## src/design/mcoc_pkg.sv

```systemverilog
// ---------------------------------------------------------------------------
// mcoc_pkg: shared types and constants for the matrix chain cost block
// beat layouts, status codes, sizes and the control bundle to the evaluator
// ---------------------------------------------------------------------------
package mcoc_pkg;

  localparam int MAX_MATRICES = 16;
  localparam int DIM_BITS     = 16;
  localparam int STORE_DEPTH  = MAX_MATRICES + 1;
  localparam int IDX_W        = $clog2(STORE_DEPTH);
  localparam int CNT_W        = $clog2(STORE_DEPTH + 1);
  localparam int COST_W       = 52;
  localparam int PROD_W       = 3 * DIM_BITS;
  localparam int ACC_W        = COST_W + 2;

  localparam logic [COST_W-1:0] COST_MAX = {COST_W{1'b1}};

  localparam logic [1:0] ST_OK    = 2'd0;
  localparam logic [1:0] ST_SHORT = 2'd1;
  localparam logic [1:0] ST_LONG  = 2'd2;

  typedef struct packed {
    logic [15:0] dim;
    logic        last;
  } item_t;

  typedef struct packed {
    logic [COST_W-1:0] min_cost;
    logic [1:0]        status;
  } result_t;

  typedef struct packed {
    logic                lr_load;
    logic [DIM_BITS-1:0] dl;
    logic [DIM_BITS-1:0] dr;
    logic                valid;
    logic                first;
    logic                fin;
    logic [IDX_W-1:0]    a;
    logic [IDX_W-1:0]    s;
    logic [IDX_W-1:0]    b;
    logic [DIM_BITS-1:0] ds;
  } ev_ctl_t;

  typedef struct packed {
    logic              wr_done;
    logic [COST_W-1:0] wr_val;
  } ev_res_t;

endpackage

```

## src/design/mcoc_cell.sv

```systemverilog
// ---------------------------------------------------------------------------
// mcoc_cell: one position of the two dimension rings
// loads a dimension in place, or takes its neighbor's value on rotation
// ---------------------------------------------------------------------------
module mcoc_cell (
  input  logic                         clk,
  input  logic                         load,
  input  logic [mcoc_pkg::DIM_BITS-1:0] load_val,
  input  logic                         rot1,
  input  logic                         rot2,
  input  logic [mcoc_pkg::DIM_BITS-1:0] nb1,
  input  logic [mcoc_pkg::DIM_BITS-1:0] nb2,
  output logic [mcoc_pkg::DIM_BITS-1:0] v1,
  output logic [mcoc_pkg::DIM_BITS-1:0] v2
);
  import mcoc_pkg::*;

  always_ff @(posedge clk) begin
    if (load) begin
      v1 <= load_val;
      v2 <= load_val;
    end else begin
      if (rot1) v1 <= nb1;
      if (rot2) v2 <= nb2;
    end
  end

endmodule

```

## config.mk

```make
export PLATFORM = sky130hd
export DESIGN_NAME = mcoc_cell
export DESIGN_NICKNAME = d
export VERILOG_FILES = /design/src/design/mcoc_pkg.sv /design/src/design/mcoc_cell.sv
export SDC_FILE = /design/constraint.sdc
export NUM_CORES = 1
export LEC_CHECK = 0
export BUFFER_PORTS_ARGS = -buffer_cell sky130_fd_sc_hd__buf_2
export CAP_MARGIN = 20
export CORE_MARGIN = 3
export CORE_UTILIZATION = 47
export DETAILED_ROUTE_END_ITERATION = 10
export PLACE_DENSITY_LB_ADDON = 0.3
export SYNTH_ARGS = -nofsm -noshare
export SYNTH_HDL_FRONTEND = slang
export SYNTH_SLANG_ARGS = --single-unit
```

## constraint.sdc

```tcl
create_clock -name clk -period 3.2 [get_ports clk]
set_clock_uncertainty 0.05 [all_clocks]
set_input_delay 0.8 -clock clk [delete_from_list [all_inputs] [get_ports clk]]
set_output_delay 0.8 -clock clk [all_outputs]
set_load 0.03 [all_outputs]
```

==> results.py <==
metrics = {
    "run_status": {
        "status": "finished clean",
    },
    "yosys": {
        "yosysUniqueCellTypes": 6,
        "synthesis.yosys.warnings": 0,
        "syn_area_per_cell_um2": 21.6,
        "synth_sequential_area_ratio_pct": 63.6,
        "netlist_area_um2": 1510,
        "postSynthRegisterBits": 32,
        "synth_nets": 122,
        "postSynthCellCount": 70,
    },
    "placement": {
        "place.gp.congestion": 0.771,
        "port-buffer-count": 83,
        "inst_count_dp": 192,
        "hpwl_um": 2200,
    },
    "sta": {
        "period_minus_slack_ns": 1.78,
        "fmax_mhz": 562,
        "timing_hold_violations_final": 0,
        "final_max_slew_viol_count": 0,
        "setup-violations-final": 0,
        "worst_tran_pin_value_ns": 0.463,
        "timing.final.crit_share_pct": 55.6,
        "fin_setup_tns_ns": 0,
        "rsz0062_at_grt": "no",
        "timing.max_slew.rel_slack_pct": 69.2,
    },
    "global_routing": {
        "grt_max_degree": 21,
        "grtUsageMet2_pct": 25.8,
        "groute.layer.met1.usage_pct": 14.6,
        "grt_first_pass_wirelength_um": 4330,
        "gr-total-overflow": 0,
        "busiest_layer": "met2",
        "grt_util_met3_pct": 7.91,
        "grt_use_total_pct": 14.9,
        "grt_pass1_vias": 933,
        "grt_antenna_before_repair": 0,
    },
    "setup_path": {
        "worst_path_max_delay_cell": "sky130_fd_sc_hd__edfxtp_1",
        "setup.worst_path.end_class": "output pin",
        "top_family_by_delay_on_critical_path": "flip-flops",
        "start_kind": "register",
        "cpPeakStageDelay_ns": 0.41,
        "timing.critical_path.required_ns": 2.35,
        "crit_arrival_ns": 0.93,
        "crit_path_cell_trace": "buf_2",
        "critical_path.max_fanout": 1,
        "setup.worst_path.class": "register to output pin",
        "critical_path.n_buffers_inverters": 1,
    },
    "final_layout": {
        "layout-drive-gt1-share_pct": 79.0,
        "layout-area-overhead-vs-synth_pct": 30.7,
        "fillers": 224,
        "ant_cells": 0,
        "final_instance_count_without_filler_cells": 199,
        "final_core_area_utilization_pct": 68.0,
        "final_net_count": 209,
    },
    "power": {
        "maximum_resistive_drop_on_vdd_v": 0.000322,
        "share_clk_of_total_power_pct": 21.0,
        "power.density_nw_per_um2": 494,
        "power.internal_mw": 0.694,
        "seq_power_share_pct": 53.8,
        "power.leakage_nw": 0.940,
        "power.combinational.fraction_pct": 25.2,
        "swShare_pct": 28.8,
        "power.net_switching_mw": 0.281,
    },
    "floorplanning": {
        "die_x_um": 62.7,
        "initial_utilization_pct": 52.1,
        "core_region_um2": 2900,
        "die-area_um2": 3930,
        "num_rows": 19,
        "dieHeight_um": 62.7,
        "num_io_pins": 84,
    },
    "detailed_routing": {
        "detail_route.drc_violations": 0,
        "post_drt_via_cell_ratio": 4.75,
        "detail_route.wl_per_cell_um": 14.3,
        "route.antenna.remaining_nets": 0,
        "pre_repair_dr_iteration_count": 4,
        "detailroute.via_count": 946,
        "wl_um": 2840,
        "initialDrtViolationCount": 35,
    },
    "clocking": {
        "postCtsResizedCells": 0,
        "cts_tree": "done",
        "numCtsBuffers": 5,
        "clock_path_buffers": 2,
        "holdBufCountCts": 0,
        "cts_num_sinks": 32,
        "cts.reportedPaths.clkPinSlew_ns": 0.09,
        "post_cts.repair.setup_buffers": 0,
        "htree_levels": 2,
        "cts_root_buf": "sky130_fd_sc_hd__clkbuf_4",
    },
    "hold_path": {
        "min-delay-path-class": "input pin to register",
    },
    "run": {
        "max_cap_violations": 0,
    },
}
[cells in the mapped netlist]
cell type	instances	area (um^2)
sky130_fd_sc_hd__mux2_4	28	420
sky130_fd_sc_hd__buf_6	1	11.3
sky130_fd_sc_hd__mux2_2	4	45.0
sky130_fd_sc_hd__or2_2	2	12.5
sky130_fd_sc_hd__buf_12	3	60.1
sky130_fd_sc_hd__edfxtp_1	32	961
[area by class of cell]
class	instances	area (um^2)	share of cell area (%)
well taps	42	52.6	2.66
clock inverters	1	5.00	0.254
flip-flops and latches	32	961	48.7
multi-input cells	34	478	24.2
clock buffers	6	41.3	2.09
repair buffers	84	435	22.1
[metrics by stage]
stage | power [mW] | setup WS (ns) | hold WS (ns) | area, um^2
after floorplan | 0.706 | 1.37 | 0.967 | 1510
after global placement | 0.776 | 1.13 | 1.05 | 1930
after detailed placement | 0.782 | 1.09 | 1.05 | 1930
after CTS | 0.983 | 1.43 | 0.708 | 1970
after global routing | 1.02 | 1.38 | 0.693 | 1970
final | 0.975 | 1.42 | 0.719 | 1970
[per-layer routing]
| layer | part of all wire [%] | up-vias |
|---|---|---|
| met5 | 0 | - |
| met4 | 1.8 | 0 |
| met3 | 11 | 6 |
| met2 | 52 | 53 |
| met1 | 36 | 440 |
| li1 | - | 447 |
[layout by cell type (no fill, tap or decap)]
cell                        n
sky130_fd_sc_hd__buf_2     83
sky130_fd_sc_hd__clkbuf_1   1
sky130_fd_sc_hd__or2_2      2
sky130_fd_sc_hd__clkbuf_4   5
sky130_fd_sc_hd__mux2_2     4
sky130_fd_sc_hd__mux2_4    28
sky130_fd_sc_hd__clkinv_2   1
sky130_fd_sc_hd__edfxtp_1  32
sky130_fd_sc_hd__buf_12     1
[worst paths after layout]
check / startpoint / to / depth (start not counted)
min: nb1[10] / v1[10] / 2
max: v2[9] / v2[9] / 1
[logic make-up after synthesis]
family | count (synthesis) | synth area share (%)
buffers and inverters | 4 | 4.72
DFF | 32 | 63.6
muxes | 32 | 30.8
and+or+nand+nor | 2 | 0.828
[flip-flops by register name, summed over array words and instances, names as in the netlist]
| signal | cells |
|---|---|
| v1 | 16 |
| v2 | 16 |
[power by group through the flow]
stage	Clock, mW	Sequential (mW)	Combinational [mW]
2_1_floorplan	0	0.632	0.0742
4_1_cts	0.210	0.525	0.248
3_3_place_gp	0	0.533	0.243
5_1_grt	0.235	0.530	0.258
6_report	0.205	0.525	0.245
3_5_place_dp	0	0.535	0.248
No activity file was read; power rests on OpenSTA's default activity.
